[src/rtl/core/hmf_pkg.sv]
// Shared types and constants of the histogram median filter core.
// Holds the transaction payloads, register indexes and controller/datapath links.
// No dependencies.
package hmf_pkg;

	typedef struct packed {
		logic [15:0] pixel_in;
		logic        pad;
	} in_item_t;

	typedef struct packed {
		logic [15:0] pixel_out;
		logic        frame_last;
	} out_item_t;

	localparam int CFG_IDX_W  = 2;
	localparam int CFG_DATA_W = 11;

	localparam logic [CFG_IDX_W-1:0] REG_COLOR_MODE   = 2'd0;
	localparam logic [CFG_IDX_W-1:0] REG_RADIUS       = 2'd1;
	localparam logic [CFG_IDX_W-1:0] REG_IMAGE_WIDTH  = 2'd2;
	localparam logic [CFG_IDX_W-1:0] REG_IMAGE_HEIGHT = 2'd3;

	localparam logic [2:0]  RADIUS_RST = 3'd1;
	localparam logic [10:0] WIDTH_RST  = 11'd320;
	localparam logic [10:0] HEIGHT_RST = 11'd240;

	localparam int MAX_HEIGHT = 1024;
	localparam int ROW_W      = 10;
	localparam int HGT_W      = 11;
	localparam int BIN_W      = 8;
	localparam int CNT_W      = 8;

	localparam logic [BIN_W-1:0] GREEN_BASE = 8'd32;
	localparam logic [BIN_W-1:0] BLUE_BASE  = 8'd96;
	localparam logic [BIN_W-1:0] RED_END    = 8'd31;
	localparam logic [BIN_W-1:0] GREEN_END  = 8'd95;
	localparam logic [BIN_W-1:0] BLUE_END   = 8'd127;
	localparam logic [BIN_W-1:0] GRAY_END   = 8'd255;

	typedef struct packed {
		logic take;
		logic calc_need;
		logic calc_off;
		logic set_base;
		logic clr;
		logic pix_lat;
		logic bin_rd;
		logic bin_wr;
		logic scan_rd;
		logic scan_acc;
		logic emit;
	} cmd_t;

	typedef struct packed {
		logic due;
		logic clr_last;
		logic chan_last;
		logic win_last;
		logic scan_last;
		logic out_free;
	} sts_t;

endpackage

[src/rtl/core/hmf_ctrl.sv]
// Sequencer of the median filter: steps one transaction through need check,
// histogram clear, window accumulation, rank scan and result hand-off. Uses hmf_pkg.
module hmf_ctrl (
	input  logic          clk,
	input  logic          arst_n,
	input  logic          in_valid,
	output logic          in_stall,
	input  hmf_pkg::sts_t sts,
	output hmf_pkg::cmd_t cmd
);
	import hmf_pkg::*;

	typedef enum logic [3:0] {
		S_IDLE, S_NEED, S_OFF, S_BASE, S_CLR, S_PRD, S_PWT,
		S_HRD, S_HWR, S_SRD, S_SWT, S_EMIT
	} state_t;

	state_t state_q;

	always_ff @(posedge clk or negedge arst_n) begin
		if (!arst_n) begin
			state_q <= S_IDLE;
		end else begin
			unique case (state_q)
				S_IDLE: if (in_valid) state_q <= S_NEED;
				S_NEED: state_q <= S_OFF;
				S_OFF:  state_q <= sts.due ? S_BASE : S_IDLE;
				S_BASE: state_q <= S_CLR;
				S_CLR:  if (sts.clr_last) state_q <= S_PRD;
				S_PRD:  state_q <= S_PWT;
				S_PWT:  state_q <= S_HRD;
				S_HRD:  state_q <= S_HWR;
				S_HWR: begin
					if (!sts.chan_last) state_q <= S_HRD;
					else if (sts.win_last) state_q <= S_SRD;
					else state_q <= S_PRD;
				end
				S_SRD:  state_q <= S_SWT;
				S_SWT:  state_q <= sts.scan_last ? S_EMIT : S_SRD;
				S_EMIT: if (sts.out_free) state_q <= S_IDLE;
				default: state_q <= S_IDLE;
			endcase
		end
	end

	always_comb begin
		cmd = '0;
		unique case (state_q)
			S_IDLE: cmd.take      = in_valid;
			S_NEED: cmd.calc_need = 1'b1;
			S_OFF:  cmd.calc_off  = sts.due;
			S_BASE: cmd.set_base  = 1'b1;
			S_CLR:  cmd.clr       = 1'b1;
			S_PRD:  cmd           = '0;
			S_PWT:  cmd.pix_lat   = 1'b1;
			S_HRD:  cmd.bin_rd    = 1'b1;
			S_HWR:  cmd.bin_wr    = 1'b1;
			S_SRD:  cmd.scan_rd   = 1'b1;
			S_SWT:  cmd.scan_acc  = 1'b1;
			S_EMIT: cmd.emit      = sts.out_free;
			default: cmd = '0;
		endcase
	end

	assign in_stall = (state_q != S_IDLE);
endmodule

[config.mk]
export PLATFORM = sky130hd
export DESIGN_NAME = hmf_ctrl
export DESIGN_NICKNAME = d
export VERILOG_FILES = /design/src/rtl/core/hmf_pkg.sv /design/src/rtl/core/hmf_ctrl.sv
export SDC_FILE = /design/constraint.sdc
export NUM_CORES = 1
export LEC_CHECK = 0
export BUFFER_PORTS_ARGS = -buffer_cell sky130_fd_sc_hd__buf_2
export CORE_AREA = 8 8 45 47
export DETAILED_ROUTE_END_ITERATION = 12
export DIE_AREA = 0 0 53 55
export PLACE_DENSITY = 0.63
export SLEW_MARGIN = 30
export SYNTH_ARGS = -nofsm -noshare
export SYNTH_HDL_FRONTEND = slang
export SYNTH_SLANG_ARGS = --single-unit
[constraint.sdc]
create_clock -name clk -period 2.3 [get_ports clk]
set_input_delay 0.23 -clock clk [delete_from_list [all_inputs] [get_ports clk]]
set_output_delay 0.23 -clock clk [all_outputs]
set_load 0.1 [all_outputs]
After elaboration in Yosys (flattened, before gate mapping)
Cells that the tools add are included.
{"block": "op_classes", "eq_ne": 14, "n_mux": 19, "n_reduce_logical": 3}
{"cell": "4-bit one-hot mux with 12 select lines", "count": 1}
{"cell": "4-bit two-way mux", "count": 5}
{"cell": "4-bit by 3-bit equality test with 1-bit output (second input constant)", "count": 4}
{"cell": "4-bit equality test (second input constant)", "count": 4}
{"cell": "1-bit two-way mux", "count": 11}
{"cell": "4-bit by 2-bit equality test with 1-bit output (second input constant)", "count": 2}
{"cell": "2-bit inequality test (second input constant)", "count": 3}
{"cell": "4-bit by 1-bit equality test with 1-bit output (second input constant)", "count": 1}
{"cell": "4-bit zero test", "count": 1}
{"cell": "2-bit two-way mux", "count": 2}
{"cell": "4-bit nonzero test", "count": 1}
{"cell": "3-bit AND reduction", "count": 1}
{"block": "word_totals", "ff_bits": 4, "out_inout_bits": 12, "word_cells": 37}

Logic depth before layout (Yosys ltp)
Gate-level depths: netlist of run 1.
{"block": "depth", "word_depth": 3, "mapped_depth": 4}

Worst setup path before layout of run 1
No wires, ideal clock.
{"block": "synth_timing", "path_kind": "register to output", "start": "reg state_q[3]", "end": "out cmd[6] (netlist bit)", "arrival_ps": 2803, "required_time_ps": 2070, "path_slack_ps": -733, "path_stages_with_launch": 4, "n_path_buf": 1, "cell_sequence": "dfrtp_1 buf_4 nand2b_2 nor3_1"}
{"item": "start: declaration", "line": "hmf_ctrl.sv:18", "text": "state_t state_q;"}
{"item": "start signal: assignment", "line": "hmf_ctrl.sv:27", "text": "S_OFF: state_q <= sts.due ? S_BASE : S_IDLE;"}
{"item": "start signal: assignment", "line": "hmf_ctrl.sv:39", "text": "S_SWT: state_q <= sts.scan_last ? S_EMIT : S_SRD;"}
{"item": "end: declaration", "line": "hmf_ctrl.sv:9", "text": "output hmf_pkg::cmd_t cmd"}

==> results.yml, run 1 <==
global_routing:
  grt-ovfl-total: 0
  grt_use_total_pct: 7.89
  first_global_vias: 421
  grt_pass1_wl_mm: 1.75
  antenna_found_initial: 0
  grt_max_degree: 16
layout:
  regMostFlops: "state_q"
  largest_register_ffs: 4
  num-nets-final: 80
  antenna_cells: 0
  regArea_um2: 100
  fillerInstances: 158
  layout-drive-gt1-share_pct: 44.9
  multi_input_area_um2: 264
  reg_top3: "state_q x4"
  areaGrowthSynthToFinish_pct: 38.6
clocking:
  htreeDepth: 1
  cts.path.max_buffers: 2
  clk_pin_slew_ps: 40
  cts.sinks: 4
  cts_buffers: 3
  clock-root-buffer: "clkbuf_4"
  cts.repair.resized: 0
  clock_latency_ps: 240
  cts_tree: "built"
  postCtsSetupBuffers: 0
floorplan:
  core_mm2: 0.00138
  die_y_um: 55
  io_pins: 21
  initial_core_util_pct: 26.9
  fp.dieArea_mm2: 0.00292
  num_rows: 14
  die_w_um: 53
outcome:
  status: "finished clean"
timing:
  finalSetupTns_ps: 0
  drv_slew: 0
  post-route-min-period_ps: 1860
  final_hold_viol_count: 0
  worstMarginPinSlew_ps: 489
  finalClockSkew_ps: 4.55
  rsz0062_at_grt: "false"
  final-setup-viol-count: 0
  fmax_mhz: 537
  finalCritPeriodShare_pct: 81.0
  slew_headroom_pct: 67.6
synth:
  synth_area_um2: 373
  synthXorXnorAreaFrac_pct: 0
  synth-main-ff-cell: "dfrtp_1"
  avgSynthCellArea_um2: 7.61
  async_reset_ff_share_pct: 100
  synth-simple-area-share_pct: 39.3
  ys_types: 25
  yosysMostFrequentCell: "nor2_1"
  ys.warnings.count: 0
  synth_edf_count: 0
  ys_ff_latch: 4
  yosysTopAreaCellShare_pct: 26.8
  synth_compound_area_share_pct: 20.1
  synth_nets: 58
  synth_top_area_cell: "dfrtp_1"
  yosys-top-cells-count: "nor2_1, dfrtp_1, nand2_1, nor3_1"
  synthMuxAreaShare_pct: 6.04
  synth_cells: 49
  synth_top_family_by_area: "simple AND/OR/NAND/NOR gates"
  synthAdderAreaFrac_pct: 0
  synthTopCellsByArea: "dfrtp_1, nor2_1, mux2_2, nor3_1, nand2_1"
  synth_sequential_area_ratio_pct: 26.8
hold_path:
  holdCritStartpoint: "sts[4]"
  min_path_type: "in2reg"
setup_path:
  cp_cell_sequence: "nand2_1 > nor3_2 > buf_2"
  path_buf_inv: 1
  critPathKind: "reg2out"
  r2r-start: "state_q[1]"
  max_stage_delay_ps: 620
  crit_start: "state_q[0]"
  cp_max_fo: 15
  worstSetupStartpointType: "flip-flop"
  critPathRequiredTime_ps: 2070
  arrival_ps: 1630
  critPathTopFamily: "flip-flops"
  crit_slowest_cell: "dfrtp_1"
  endpoint_kind: "primary output"
route:
  drt_wl_total_mm: 1.06
  drc_errors: 0
  via_count: 425
  drt-vias-per-instance: 5.00
  drtIter0Drc: 1
  postRouteAntennaNets: 0
  dr.pass1.iters: 4
  wl_per_cell_um: 12.5
placement:
  dp_hpwl_um: 804
  io_buffers: 20
  place.gp.congestion: 0.715
run:
  max-cap-violations: 0
## placed cells by master (no fill, tap or decap), drive strengths merged, types with 2 or more instances in the layout
cell	instances
clkbuf	3
nor3	4
buf	20
nand3	2
mux2	2
nor2	12
nand2	4
dfrtp	4
nand2b	4
## path summary, 6_finish.rpt
path | endpoint | slack, ps | cells after the start
setup reg to reg | state_q[0] | 860 | 3
min in group asynchronous | state_q[1] | 330 | 2
hold / removal | state_q[0] | 310 | 3
setup / recovery | cmd[7] | 440 | 3
hold reg to reg | state_q[2] | 780 | 1
max in group asynchronous | state_q[2] | 1850 | 2
## layout make-up
| class | instances | area share (%) |
|---|---|---|
| sequential | 4 | 19.4 |
| tap | 16 | 3.87 |
| clock buffer | 3 | 4.36 |
| timing repair buffer | 21 | 21.3 |
| multi-input combinational | 41 | 51.1 |
## per-layer routing
metal | global-route usage [%] | routed length [µm] | vias up | share of wire, %
met4 | 5.17 | 13 | 0 | 1.2
met2 | 11.7 | 506 | 11 | 48
li1 | - | - | 217 | -
met3 | 2.67 | 78 | 2 | 7.4
met1 | 9.49 | 461 | 195 | 44
met5 | 0 | 0 | - | 0
## cells by family after synthesis
group	after synthesis
compound gates	10
buf+inv	4
flops	4
mux	2
simple gates	29
## tightest hold or removal path, delay by kind of cell
family | cells | cell delay, ps
buffers and inverters | 1 | 90
AO/OA/AOI/OAI | 1 | 90
AND/OR/NAND/NOR | 1 | 80
## metrics by stage
step	std cells	instance area, µm²	util (%)	setup WS, ps	hold slack [ps]
4_1_cts	85	517	37.3	433	310
5_1_grt	85	517	37.3	329	349
6_report	85	517	37.3	437	313
3_5_place_dp	81	484	35.0	693	37.1
3_3_place_gp	81	484	35.0	680	38.9
2_1_floorplan	49	393	-	16.1	-65.6
## timing repair
| item | in CTS | in global routing |
|---|---|---|
| hold endpoints to repair | 4 | 0 |
| endpoints found under the setup margin | 0 | 0 |
| hold buffers | 1 | 0 |
Power of run 1 is not shown: default switching activity piles up to over one toggle a cycle in this logic, so the estimate is an artifact.
==> run 2: changes to the inputs <==
Settings changed: PLACE_DENSITY 0.63 to 0.65.
Clock period 2.3 ns to 1.6 ns, I/O delays scaled along.
==> run 2 against run 1 <==
- clock-buffer cell count unchanged
- sequential cell count is the same
- global-route usage rose by 2.0 points
- sequential share of layout area decreased by 6.7 points
- wire length increased by 23%
==> results.yml, run 2 (synthesis gave the netlist of run 1 again) <==
floorplan:
  die_w_um: 53
  core_mm2: 0.00138
  num_rows: 14
  die_y_um: 55
  io_pins: 21
  initial_core_util_pct: 26.9
  fp.dieArea_mm2: 0.00292
layout:
  regMostFlops: "state_q"
  largest_register_ffs: 4
  antenna_cells: 0
  num-nets-final: 86
  final_common_cell: "buf_12"
  final_cells: 91
  areaGrowthSynthToFinish_pct: 117
  layout-drive-gt1-share_pct: 62.7
  fin_area_um2: 808
  final_cell_mix: "buf_12, buf_2, nor2_1, buf_4"
  reg_top3: "state_q x4"
run:
  max-cap-violations: 0
global_routing:
  grt_use_total_pct: 9.92
  grt_max_degree: 14
  antenna_found_initial: 0
  grt_pass1_wl_mm: 2.08
  first_global_vias: 462
  grt-ovfl-total: 0
timing:
  drv_slew: 0
  final-setup-viol-count: 0
  fmax_mhz: 650
  worstMarginPinSlew_ps: 258
  finalCritPeriodShare_pct: 96.2
  final_hold_viol_count: 0
  finalClockSkew_ps: 4.35
  rsz0062_at_grt: "true"
  slew_headroom_pct: 82.5
  post-route-min-period_ps: 1540
setup_path:
  worstSetupStartpointType: "flip-flop"
  endpoint_kind: "primary output"
  critPathRequiredTime_ps: 1440
  critPathKind: "reg2out"
  cp_max_fo: 6
  rr_worst_depth: 4
  arrival_ps: 1380
route:
  via_count: 455
  drt_wl_total_mm: 1.30
  postRouteAntennaNets: 0
  drc_errors: 0
  drt-vias-per-instance: 5.00
  drtIter0Drc: 9
  dr.pass1.iters: 4
  wl_per_cell_um: 14.3
clocking:
  cts_buffers: 3
  clock_latency_ps: 240
  postCtsSetupBuffers: 0
  cts.path.max_buffers: 2
  cts.sinks: 4
  cts_tree: "built"
  clk_pin_slew_ps: 40
  htreeDepth: 1
  clock-root-buffer: "clkbuf_4"
placement:
  dp_hpwl_mm: 1.09
  io_buffers: 20
  place.gp.congestion: 0.781
  dpl_cell_area_um2: 773
  dp.cells: 87
hold_path:
  whs_path_depth: 3
  min_path_type: "in2reg"
outcome:
  status: "finished clean"
run 2: cell types whose count changed in the layout (fill, tap and decap cells not counted), sizes merged:
| cell | before | now |
|---|---|---|
| buf | 20 | 26 |
run 2: cell type report:
cell class	instances	area [µm²]
clock buffer	3	22.5
fill	127	576
multi-input combinational	41	328
sequential	4	103
tap	16	20.0
timing repair buffer	27	335
run 2: metal layers:
layer	part of all wire (%)	wire length, µm	up-vias	GRT usage [%]
met5	0	0	-	0
met2	58	753	15	16.6
li1	-	-	232	-
met1	36	467	208	11.2
met4	0	0	0	3.88
met3	6.4	83	0	3.74
run 2: metrics by stage:
stage	worst slack [ps]	hold WS (ps)	util [%]	TNS (ps)
after CTS	41.6	252	58.4	0
final	60.5	244	58.4	0
after global placement	211	-31.1	55.9	0
after floorplan	-226	-136	-	-872
after global routing	-16.6	259	58.4	-22.3
after detailed placement	130	-26.3	55.9	0
run 2: path summary, 6_finish.rpt:
path                            start    endpoint  slack, ps
hold reg to reg            state_q[1]  state_q[1]        690
hold / removal                 sts[4]  state_q[0]        240
setup reg to reg           state_q[3]  state_q[0]        270
max in group asynchronous      arst_n  state_q[1]       1210
min in group asynchronous      arst_n  state_q[3]        250
setup / recovery           state_q[3]      cmd[6]         60
run 2: critical path, stage by stage (launching register included):
cell and delay [ps]:
dfrtp_1 440, nand2b_2 300, nor3_4 190, buf_12 200
run 2: repair_timing:
item,in CTS,in global routing
endpoints found under the setup margin,4,2
hold buffers,1,0
resized for setup,2,0
endpoints found under the hold margin,4,0
Power of run 2 is left out for the same reason.
==> run 3: changes to the inputs <==
Settings changed: CTS_BUF_LIST set to sky130_fd_sc_hd__clkbuf_16.
==> run 3 against run 2 <==
- register-to-register slack about the same
- global-route usage decreased by 0.17 points
- clock-buffer cell count unchanged
- cell count unchanged
- first-iteration DRC count unchanged
- largest cell class unchanged
- highest routed layer unchanged
==> results.yml, run 3 (synthesis gave the netlist of run 1 again) <==
route:
  postRouteAntennaNets: 0
  drt_wl_total_mm: 1.26
  drt-met1-wl_um: 445
  drtIter0Drc: 9
  drt-vias-per-instance: 4.91
  drc_errors: 0
  wl_met3_um: 85
  top_layer: "met3"
  wl_per_cell_um: 13.8
  wl_met2_um: 728
  dr.pass1.iters: 4
  via_count: 447
setup_path:
  r2r-start: "state_q[3]"
  ff2ff_setup_slack_ps: 280
  endpoint_kind: "primary output"
  crit_start: "state_q[3]"
  worstSetupStartpointType: "flip-flop"
  cp_max_fo: 6
  rr_worst_depth: 4
  critPathKind: "reg2out"
  reg2reg_to: "state_q[0]"
  critPathRequiredTime_ps: 1440
  arrival_ps: 1360
layout:
  reg_top3: "state_q x4"
  fillerInstances: 123
  regMostFlops: "state_q"
  final_common_cell: "buf_12"
  layout-drive-gt1-share_pct: 62.7
  areaGrowthSynthToFinish_pct: 131
  regArea_um2: 103
  num-nets-final: 86
  fin_area_um2: 861
  final_cell_mix: "buf_12, buf_2, nor2_1, buf_4"
  largest_register_ffs: 4
  multi_input_area_um2: 328
  antenna_cells: 0
floorplan:
  initial_core_util_pct: 26.9
  num_rows: 14
  die_y_um: 55
  fp.dieArea_mm2: 0.00292
  die_w_um: 53
  io_pins: 21
  core_mm2: 0.00138
placement:
  place.gp.congestion: 0.781
  place_ws_ps: 130
  dp_hpwl_mm: 1.09
  dpl_cell_area_um2: 773
  io_buffers: 20
global_routing:
  grt_pass1_wl_mm: 2.07
  grt-ovfl-total: 0
  antenna_found_initial: 0
  grt_use_total_pct: 9.75
  grt_max_degree: 14
  first_global_vias: 461
clocking:
  cts_buffers: 3
  postCtsSetupBuffers: 0
  clk_pin_slew_ps: 30
  cts.sinks: 4
  cts_tree: "built"
  clock-root-buffer: "clkbuf_16"
  htreeDepth: 1
  cts.path.max_buffers: 2
  clock_latency_ps: 220
hold_path:
  whs_path_depth: 3
  holdCritStartpoint: "sts[4]"
  holdPathEnd: "state_q[0]"
  min_path_type: "in2reg"
timing:
  fmax_mhz: 659
  finalWorstSetupSlack_ps: 81.4
  finalSetupTns_ps: 0
  final_hold_viol_count: 0
  hold_slack_ps: 261
  finalClockSkew_ps: 2.71
  slew_headroom_pct: 82.6
  worstMarginPinSlew_ps: 257
  rsz0062_at_grt: "false"
  post-route-min-period_ps: 1520
  drv_slew: 0
  final-setup-viol-count: 0
  finalCritPeriodShare_pct: 94.9
run:
  max-cap-violations: 0
outcome:
  status: "finished clean"
==> run 3: cell count changes in the layout (fill, tap and decap cells not counted) <==
cell,previous run,this run
clkbuf_16,0,3
clkbuf_4,3,0
==> run 3: timing repair <==
action,CTS,global route
resized for setup,2,0
endpoints found under the hold margin,4,0
endpoints found under the setup margin,1,0
hold buffers,1,0
==> run 3: stage by stage <==
stage                     std cells  util (%)
final                            91      62.2
after global placement           87      55.9
after detailed placement         87      55.9
after floorplan                  49         -
after CTS                        91      62.2
after global routing             91      62.2
==> run 3: per-layer routing <==
layer | global-route usage (%) | vias up
met5 | 0 | -
met2 | 16.4 | 15
met4 | 2.59 | 0
met3 | 3.74 | 0
li1 | - | 231
met1 | 11.3 | 201
==> run 3: layout make-up <==
class                   count  area share, %
repair buffers             27           39.0
multi-input cells          41           38.1
flip-flops and latches      4           11.9
clock buffers               3           8.72
well taps                  16           2.33
==> run 3: worst max-delay path by stage <==
stage / slack, ps / endpoint / cells after the start
floorplan: -230 / cmd[5] / 3
global placement: 210 / cmd[7] / 3
detailed placement: 130 / state_q[2] / 3
CTS: 70 / cmd[6] / 3
global route: 10 / cmd[8] / 3
finish: 80 / cmd[6] / 3
==> run 3: critical path, cell delays in order (launching register included) <==
cell      delay (ps)
dfrtp_1          440
nand2b_2         300
nor3_4           190
buf_12           200
Power of run 3 is left out for the same reason.
